### src/rtl/whp_pkg.sv
package whp_pkg;

  typedef enum logic [1:0] {
    ACT_ADD    = 2'd0,
    ACT_CLEAR  = 2'd1,
    ACT_QUERY  = 2'd2,
    ACT_REPORT = 2'd3
  } action_t;

  typedef enum logic {
    STEP_PCT = 1'b0,
    STEP_DIV = 1'b1
  } step_op_t;

  localparam int BOUND_COUNT = 7;
  localparam logic [13:0] BUCKET_BOUND [BOUND_COUNT] = '{
    14'd0, 14'd300, 14'd600, 14'd1200, 14'd2500, 14'd5000, 14'd7500
  };

  localparam logic [13:0] PERCENT_FULL = 14'd10000;
  localparam logic [13:0] HALF_BIN     = 14'd50;
  localparam logic [13:0] BIN_RECIP    = 14'd5243;
  localparam int          BIN_SHIFT    = 19;

  localparam logic [9:0] PERMILLE_FULL  = 10'd1000;
  localparam logic [9:0] PERMILLE_RESET = 10'd950;
  localparam int         PCT_SCALE      = 1000;

  localparam int         SHARE_W    = 14;
  localparam int         DSTEP_W    = 4;
  localparam logic [3:0] DSTEP_LAST = 4'd13;

  localparam logic REG_PERCENTILE = 1'b0;

endpackage

### src/rtl/whp_step_unit.sv
module whp_step_unit #(
  parameter int CW = 32
) (
  input  whp_pkg::step_op_t op,
  input  logic [CW-1:0]     skipped,
  input  logic [CW+9:0]     need,
  input  logic [CW-1:0]     rem,
  input  logic              shift_bit,
  input  logic [CW-1:0]     divisor,
  output logic              ge,
  output logic [CW-1:0]     rem_next
);

  localparam int W = CW + 10;

  logic [W-1:0]  scaled;
  logic [CW:0]   shifted;
  logic [W:0]    opa;
  logic [W:0]    opb;
  logic [W:0]    diff;

  always_comb begin
    scaled  = W'(skipped) * W'(whp_pkg::PCT_SCALE);
    shifted = {rem, shift_bit};
    unique case (op)
      whp_pkg::STEP_PCT: begin
        opa = {1'b0, scaled};
        opb = {1'b0, need};
      end
      whp_pkg::STEP_DIV: begin
        opa = (W+1)'(shifted);
        opb = (W+1)'(divisor);
      end
      default: begin
        opa = '0;
        opb = '0;
      end
    endcase
    diff     = opa - opb;
    ge       = ~diff[W];
    rem_next = ge ? diff[CW-1:0] : shifted[CW-1:0];
  end

endmodule

### config.mk
export PLATFORM = sky130hd
export DESIGN_NAME = whp_step_unit
export DESIGN_NICKNAME = d
export VERILOG_FILES = /design/src/rtl/whp_pkg.sv /design/src/rtl/whp_step_unit.sv
export SDC_FILE = /design/constraint.sdc
export NUM_CORES = 1
export LEC_CHECK = 0
export BUFFER_PORTS_ARGS = -buffer_cell sky130_fd_sc_hd__clkbuf_2
export CAP_MARGIN = 20
export CELL_PAD_IN_SITES_DETAIL_PLACEMENT = 1
export CELL_PAD_IN_SITES_GLOBAL_PLACEMENT = 2
export CORE_AREA = 3 3 166 168
export DETAILED_ROUTE_END_ITERATION = 12
export DIE_AREA = 0 0 169 171
export GPL_TIMING_DRIVEN = 0
export PLACE_DENSITY = 0.88
export SYNTH_ARGS = -nofsm -noshare
export SYNTH_HDL_FRONTEND = slang
export SYNTH_SLANG_ARGS = --single-unit
### constraint.sdc
create_clock -name vclk -period 5.75
set_input_delay 0 -clock vclk [all_inputs]
set_output_delay 0 -clock vclk [all_outputs]
set_load 0.005 [all_outputs]
## Word level (Yosys, flattened, before mapping)

Index checks and enable logic that the tools add are counted.

| word-level totals | value |
|---|---|
| flip-flop bits (word level) | 0 |
| bits of input ports | 140 |

| operators by class | value |
|---|---|
| multipliers | 1 |
| multiplexer cells | 3 |
| $add $sub $neg | 1 |
| bitwise operators | 2 |

Operators with widths:

| kind | count |
|---|---|
| one-hot mux 43 bit (2 select lines) | 2 |
| subtractor 43 bit | 1 |
| multiplier 32 x 7 -> 39 bit (second input constant) | 1 |
| two-way mux 32 bit | 1 |
| NOT 1 bit | 2 |

## Logic depth before layout (Yosys ltp)

Gate-level depths: netlist of the first run.

| depth | value |
|---|---|
| word-level depth | 4 |
| depth in mapped cells | 29 |
| gate-level depth less buffers | 28 |

## Worst setup path after synthesis of the first run

OpenSTA, ideal clock, no wires.

| timing | value |
|---|---|
| kind | input to output |
| start point | in skipped[5] |
| end point | out rem_next[10] |
| setup slack | -0.367 ns |
| data required time | 5.750 ns |
| cell stages on the path | 27 |
| arrival time | 6.117 ns |
| path through | inv_1 -> fa_1 -> fa_1 -> fa_1 -> fa_1 -> inv_1 -> ha_1 -> and3_1 -> a221o_1 -> a31oi_1 -> a2111o_1 -> nand2_1 -> a21oi_1 -> xor2_1 -> o21ai_0 -> ha_1 -> clkbuf_1 -> a21o_1 -> a211oi_4 -> nand2_1 -> o21ai_0 -> a21oi_4 -> a31oi_4 -> o21ai_2 -> a21oi_4 -> buf_12 -> mux2_4 |

| between the ends | value |
|---|---|
| cells in the longest elaborated chain, start to end | 4 |

Ends and longest elaborated chain:

| element | RTL line | source |
|---|---|---|
| start: declaration | whp_step_unit.sv:5 | `input logic [CW-1:0] skipped,` |
| multiplier 32 x 7 -> 39 bit | whp_step_unit.sv:23 | `scaled = W'(skipped) * W'(whp_pkg::PCT_SCALE);` |
| one-hot mux 43 bit (2 select lines) | whp_step_unit.sv:25 | `unique case (op)` |
| subtractor 43 bit | whp_step_unit.sv:39 | `diff = opa - opb;` |
| two-way mux 32 bit | whp_step_unit.sv:41 | `rem_next = ge ? diff[CW-1:0] : shifted[CW-1:0];` |
| end: declaration | whp_step_unit.sv:11 | `output logic [CW-1:0] rem_next` |

Every way passes these cells. The select of a mux whose other input is x is not followed.

## Final worst setup path of the first run

| timing | value |
|---|---|
| start point | in skipped[3] |
| end point | out rem_next[24] |

The elaborated chain is that of the path after synthesis.

==> run summary, run 1 <==
PWR
----------------------------------------------------------------------------------------
Highest ir drop seen on vdd ...............................................  0.0002805 V
Clock group share of total power ..........................................           0%
Gate power share ..........................................................       100.0%
Sequential cell fraction of total power ...................................           0%
Power after layout ........................................................     8.295 mW
PD cells .................................................................. 762.3 mW/mm2
Net load switching power ..................................................     4.180 mW
Net switching fraction of the power .......................................       50.39%
Internal Power ............................................................     4.115 mW
Leakage power of the design ...............................................     5.510 nW

WORST SETUP PATH
----------------------------------------------------------------------------------------
Data required, critical path ..............................................      5.75 ns
CP Data Arrival Time ......................................................      6.48 ns
Classification of the worst setup path .................................... primary input to output port
Type of origin of the critical path ....................................... primary input
Count of buffer and inverter cells on the critical path ...................            7
Delay of the slowest critical-path stage ..................................      0.59 ns
Category of the worst setup path capture point ............................  output port
Crit path depth ...........................................................           30
Largest fanout on the critical path .......................................            5
Category of cells accounting for the largest share of critical-path delay .  adder cells
Crit path max-delay cell type ............................................. sky130_fd_sc_hd__fa_2

CLOCKING
----------------------------------------------------------------------------------------
Hold_buf cts ..............................................................            0

GLOBAL ROUTE
----------------------------------------------------------------------------------------
Maximum number of pins on one net before global-route repair ..............           11
Vias in the first global route ............................................        8,502
Antenna violations before repair ..........................................            3
Grt ovf ...................................................................            0
GRT Util Overall ..........................................................       18.04%
Global-route wire length before repair ....................................     42.57 mm

ROUTING
----------------------------------------------------------------------------------------
Starting DRC count in detailed routing ....................................          253
Vias per cell .............................................................        5.002
Overall routed net length .................................................     27.14 mm
Antenna-violating nets left ...............................................            0
Length of the first detailed-routing pass in iterations ...................            4
WL/cell ...................................................................     17.71 um
Via count .................................................................        7,663
Number of DRC violations after detailed routing ...........................            0

HOLD PATH
----------------------------------------------------------------------------------------
Worst Hold Path Cells .....................................................            3
Path category of the worst min-delay check ................................ primary input to output port

LAYOUT
----------------------------------------------------------------------------------------
Final net count ...........................................................        1,584
Area overhead of the layout relative to synthesis .........................       29.57%
FF+latch count ............................................................            0
Reg area ..................................................................        0 um2
Layout cells sized above 1 ................................................       32.02%
Layout clock buffers ......................................................            0
Final std cell area, no fill ..............................................  0.01088 mm2
Post-layout utilization of the core .......................................       41.76%

PLACEMENT
----------------------------------------------------------------------------------------
Number of input and output port buffers inserted ..........................          172
Last weighted congestion value of the routability-driven placer ...........       0.8876
DP Wirelength .............................................................     23.23 mm
Placed inst area .......................................................... 0.009781 mm2

FLOORPLAN
----------------------------------------------------------------------------------------
Top-Level Pins ............................................................          173
Row count .................................................................           59
Area of the die ...........................................................  0.02890 mm2
Area of the core region ...................................................  0.02606 mm2
Overall die height ........................................................       171 um
Initial Util ..............................................................       32.23%
Die outline width .........................................................       169 um

SYNTH
----------------------------------------------------------------------------------------
Area share of the largest cell type after synthesis .......................       28.13%
Most used standard cells in the synthesized netlist ....................... sky130_fd_sc_hd__inv_1, sky130_fd_sc_hd__ha_1, sky130_fd_sc_hd__fa_1, sky130_fd_sc_hd__a21oi_1, sky130_fd_sc_hd__nand2_1
Leading area contributor after synthesis .................................. sky130_fd_sc_hd__fa_1
Mapped cell area .......................................................... 0.008398 mm2
Top cells by area, synth .................................................. sky130_fd_sc_hd__fa_1, sky130_fd_sc_hd__ha_1, sky130_fd_sc_hd__inv_1, sky130_fd_sc_hd__mux2_4, sky130_fd_sc_hd__xnor2_1
Synth Warn # ..............................................................            0
Library cells used by synthesis ...........................................           55
Mapped Cells ..............................................................          958
Library cell with the highest instance count after synthesis .............. sky130_fd_sc_hd__inv_1
Average instance area after synthesis .....................................    8.766 um2
Nets in the synthesized netlist ...........................................        1,344
Sequential element share of the synthesized area ..........................           0%

STA
----------------------------------------------------------------------------------------
Total of endpoints with negative setup slack in the final report ..........           33
Period utilisation layout .................................................       112.7%
Hold Violations, Final ....................................................            0
Total negative setup slack ................................................    -22.65 ns
Remaining max-slew budget at the tightest pin .............................       37.51%
Max Slew Vio Count ........................................................            0
Fin worst setup slack .....................................................   -0.7310 ns
RSZ-0062 raised after global routing ......................................         true
Post-route minimum period .................................................     6.481 ns
Actual transition at the worst max-transition pin .........................    0.9374 ns
Achievable frequency ......................................................   0.1543 GHz

STATUS
----------------------------------------------------------------------------------------
Failing checks ............................................................ setup timing
Outcome ................................................................... finished, violations left

FLOW RUN
----------------------------------------------------------------------------------------
Max-cap violations ........................................................            0

-- metal layers --
layer  GRT usage, %  wire length [um]  vias up
li1               -                 -     3693
met1          22.43             11190     3785
met2          34.71             14200      159
met3          1.640              1288       24
met4          2.399               430        2
met5              0                20        -
-- stage by stage --
step	hold WS, ns	cells	worst slack [ns]
floorplan	0.09717	958	0.001054
global placement	0.2979	1465	-1.194
detailed placement	0.3066	1465	-1.275
CTS	0.3075	1507	-0.6732
global route	0.3298	1532	-0.9505
finish	0.3126	1532	-0.7310
-- cell families (layout without fill, tap and decap cells) --
logic type	Yosys count	after routing	share of synthesized area (%)
AOI/OAI and AO/OA	218	218	17.22
xor gates and xnor gates	60	60	6.257
adders and majority gates	246	246	47.20
buffers and inverters	200	438	9.520
muxes	73	73	10.43
other	0	1	0
and+or+nand+nor	161	161	9.371
-- layout make-up --
class / instances / area (um2)
multi-input combinational: 758 / 8004
buffer: 17 / 117.6
inverter: 180 / 740.7
antenna: 1 / 2.502
tap: 335 / 419.2
timing repair buffer: 241 / 1598
fill: 3121 / 15180
-- cells in the final DEF (no fill, tap or decap), types with 10 or more instances in the layout --
master,n
sky130_fd_sc_hd__a21o_1,37
sky130_fd_sc_hd__xor2_1,18
sky130_fd_sc_hd__inv_1,154
sky130_fd_sc_hd__ha_1,114
sky130_fd_sc_hd__buf_4,60
sky130_fd_sc_hd__mux2_4,29
sky130_fd_sc_hd__a21oi_2,10
sky130_fd_sc_hd__fa_1,117
sky130_fd_sc_hd__clkbuf_2,159
sky130_fd_sc_hd__clkbuf_1,12
sky130_fd_sc_hd__o21ai_0,41
sky130_fd_sc_hd__mux2i_1,35
sky130_fd_sc_hd__nor2b_1,11
sky130_fd_sc_hd__nand2b_1,21
sky130_fd_sc_hd__clkinvlp_4,16
sky130_fd_sc_hd__xnor2_1,41
sky130_fd_sc_hd__a21oi_1,43
sky130_fd_sc_hd__nand2_1,53
sky130_fd_sc_hd__nor2_1,30
sky130_fd_sc_hd__o21ai_1,10
-- path summary, 6_finish.rpt --
kind	startpoint	to	slack [ns]
setup / recovery	skipped[3]	rem_next[24]	-0.73
hold / removal	rem[3]	rem_next[4]	0.31
-- power by group through the flow --
stage                     combinational [mW]  sequential [mW]    clock (mW)
after floorplan                         5.07                0             0
after global placement                  6.72                0             0
after detailed placement                6.83                0             0
after CTS                               7.79                0             0
after global routing                    9.14                0  0.0000000233
final                                   8.30                0  0.0000000233
-- tightest hold or removal path: stages --
cell and delay (ns):
sky130_fd_sc_hd__clkbuf_2 0.09, sky130_fd_sc_hd__mux2_4 0.14, sky130_fd_sc_hd__buf_6 0.08
-- timing repair --
action,in CTS,in global routing
endpoints found under the setup margin,33,33
buffers inserted,40,27
pin swaps,19,32
gates resized for setup,65,63
cloned,2,1
No activity file was read; power rests on OpenSTA's default activity.
==> inputs of run 2 (changes only) <==
Settings changed: SKIP_LAST_GASP set to 1.
==> run summary, run 2 (same netlist as run 1, synthesis figures left out) <==
STATUS
----------------------------------------------------------------------------------------
Outcome ................................................................... finished, violations left
Failing checks ............................................................ setup timing

GLOBAL ROUTE
----------------------------------------------------------------------------------------
Global-route wire length before repair ....................................     42.57 mm
Antenna violations before repair ..........................................            3
Grt ovf ...................................................................            0
GRT Util Overall ..........................................................       18.04%
Vias in the first global route ............................................        8,502
Maximum number of pins on one net before global-route repair ..............           11

WORST SETUP PATH
----------------------------------------------------------------------------------------
Delay of the slowest critical-path stage ..................................      0.59 ns
Largest fanout on the critical path .......................................            5
Classification of the worst setup path .................................... primary input to output port
Type of origin of the critical path ....................................... primary input
Crit path max-delay cell type ............................................. sky130_fd_sc_hd__fa_2
Category of the worst setup path capture point ............................  output port
Data required, critical path ..............................................      5.75 ns
CP Data Arrival Time ......................................................      6.48 ns
Count of buffer and inverter cells on the critical path ...................            7
Category of cells accounting for the largest share of critical-path delay .  adder cells

PLACEMENT
----------------------------------------------------------------------------------------
Number of instances in the placed design ..................................        1,465
Number of input and output port buffers inserted ..........................          172
DP Wirelength .............................................................     23.23 mm
Placed inst area .......................................................... 0.009781 mm2
Setup Slack @ Placement ...................................................    -1.275 ns
Last weighted congestion value of the routability-driven placer ...........       0.8876

PWR
----------------------------------------------------------------------------------------
Clock group share of total power ..........................................           0%
Highest ir drop seen on vdd ...............................................  0.0002812 V
Gate power share ..........................................................       100.0%
Net load switching power ..................................................     4.177 mW
Sequential cell fraction of total power ...................................           0%
Power after layout ........................................................     8.287 mW
Internal Power ............................................................     4.110 mW
Net switching fraction of the power .......................................       50.40%
Leakage power of the design ...............................................     5.510 nW
PD cells .................................................................. 761.6 mW/mm2

FLOORPLAN
----------------------------------------------------------------------------------------
Initial Util ..............................................................       32.23%
Area of the core region ...................................................  0.02606 mm2
Die outline width .........................................................       169 um
Area of the die ...........................................................  0.02890 mm2
Row count .................................................................           59
Overall die height ........................................................       171 um
Top-Level Pins ............................................................          173

STA
----------------------------------------------------------------------------------------
Post-route minimum period .................................................     6.476 ns
RSZ-0062 raised after global routing ......................................         true
Fin worst setup slack .....................................................   -0.7257 ns
Hold Violations, Final ....................................................            0
Max Slew Vio Count ........................................................            0
Period utilisation layout .................................................       112.6%
Achievable frequency ......................................................   0.1544 GHz
Post-Route Hold Slack .....................................................    0.3126 ns
Actual transition at the worst max-transition pin .........................    0.9374 ns
Total of endpoints with negative setup slack in the final report ..........           33
Remaining max-slew budget at the tightest pin .............................       37.51%
Total negative setup slack ................................................    -22.50 ns

LAYOUT
----------------------------------------------------------------------------------------
Commonest non-fill, non-tap cells in the layout ........................... sky130_fd_sc_hd__clkbuf_2, sky130_fd_sc_hd__inv_1, sky130_fd_sc_hd__fa_1
Post-Layout Cell Count ....................................................        1,532
Layout clock buffers ......................................................            0
Layout cells sized above 1 ................................................       32.02%
Reg area ..................................................................        0 um2
Area overhead of the layout relative to synthesis .........................       29.56%
Final net count ...........................................................        1,584
FF+latch count ............................................................            0
Post-layout utilization of the core .......................................       41.75%
Leading cell type in the layout, fill and taps excluded ................... sky130_fd_sc_hd__clkbuf_2
Final std cell area, no fill ..............................................  0.01088 mm2
Fill cells ................................................................        3,122
Combined area of the multi-input logic cells .............................. 0.008004 mm2

ROUTING
----------------------------------------------------------------------------------------
WL/cell ...................................................................     17.72 um
Via count .................................................................        7,681
Overall routed net length .................................................     27.14 mm
Vias per cell .............................................................        5.014
Antenna-violating nets left ...............................................            0
Starting DRC count in detailed routing ....................................          253
Number of DRC violations after detailed routing ...........................            0
Length of the first detailed-routing pass in iterations ...................            4

CLOCKING
----------------------------------------------------------------------------------------
Hold_buf cts ..............................................................            0

HOLD PATH
----------------------------------------------------------------------------------------
Path category of the worst min-delay check ................................ primary input to output port

FLOW RUN
----------------------------------------------------------------------------------------
Max-cap violations ........................................................            0

run 2: changes by cell type in the layout (fill, tap and decap cells not counted), sizes merged:
cell    change
buf         -2
clkbuf      +2
run 2: area by class of cell:
class,count,share of cell area (%)
tap,335,3.852
timing repair buffer,241,14.67
buffer,17,1.081
inverter,180,6.808
antenna,1,0.02300
multi-input combinational,758,73.56
run 2: path summary, 6_finish.rpt:
kind,startpoint,end,slack (ns),cells past startpoint
worst max-delay path,skipped[3],rem_next[24],-0.73,30
worst min-delay path,rem[3],rem_next[4],0.31,3
run 2: layer usage:
layer / vias to the layer above / part of all wire (%) / global-route usage [%]
met4: 2 / 1.6 / 2.399
met2: 167 / 52 / 34.71
met1: 3795 / 41 / 22.43
met5: - / 0.074 / 0
met3: 24 / 4.8 / 1.640
li1: 3693 / - / -
run 2: repair_timing:
action                                  CTS  global route
gates resized for setup                  65            61
setup buffers                            40            27
gates cloned                              2             1
endpoints found under the hold margin     0             0
pin swaps                                19            32
endpoints found under the setup margin   33            33
run 2: power by group through the flow:
stage / Sequential (mW) / Combinational (mW) / Clock [mW]
2_1_floorplan: 0 / 5.07 / 0
3_3_place_gp: 0 / 6.72 / 0
3_5_place_dp: 0 / 6.83 / 0
4_1_cts: 0 / 7.79 / 0
5_1_grt: 0 / 9.13 / 0.0000000233
6_report: 0 / 8.29 / 0.0000000233
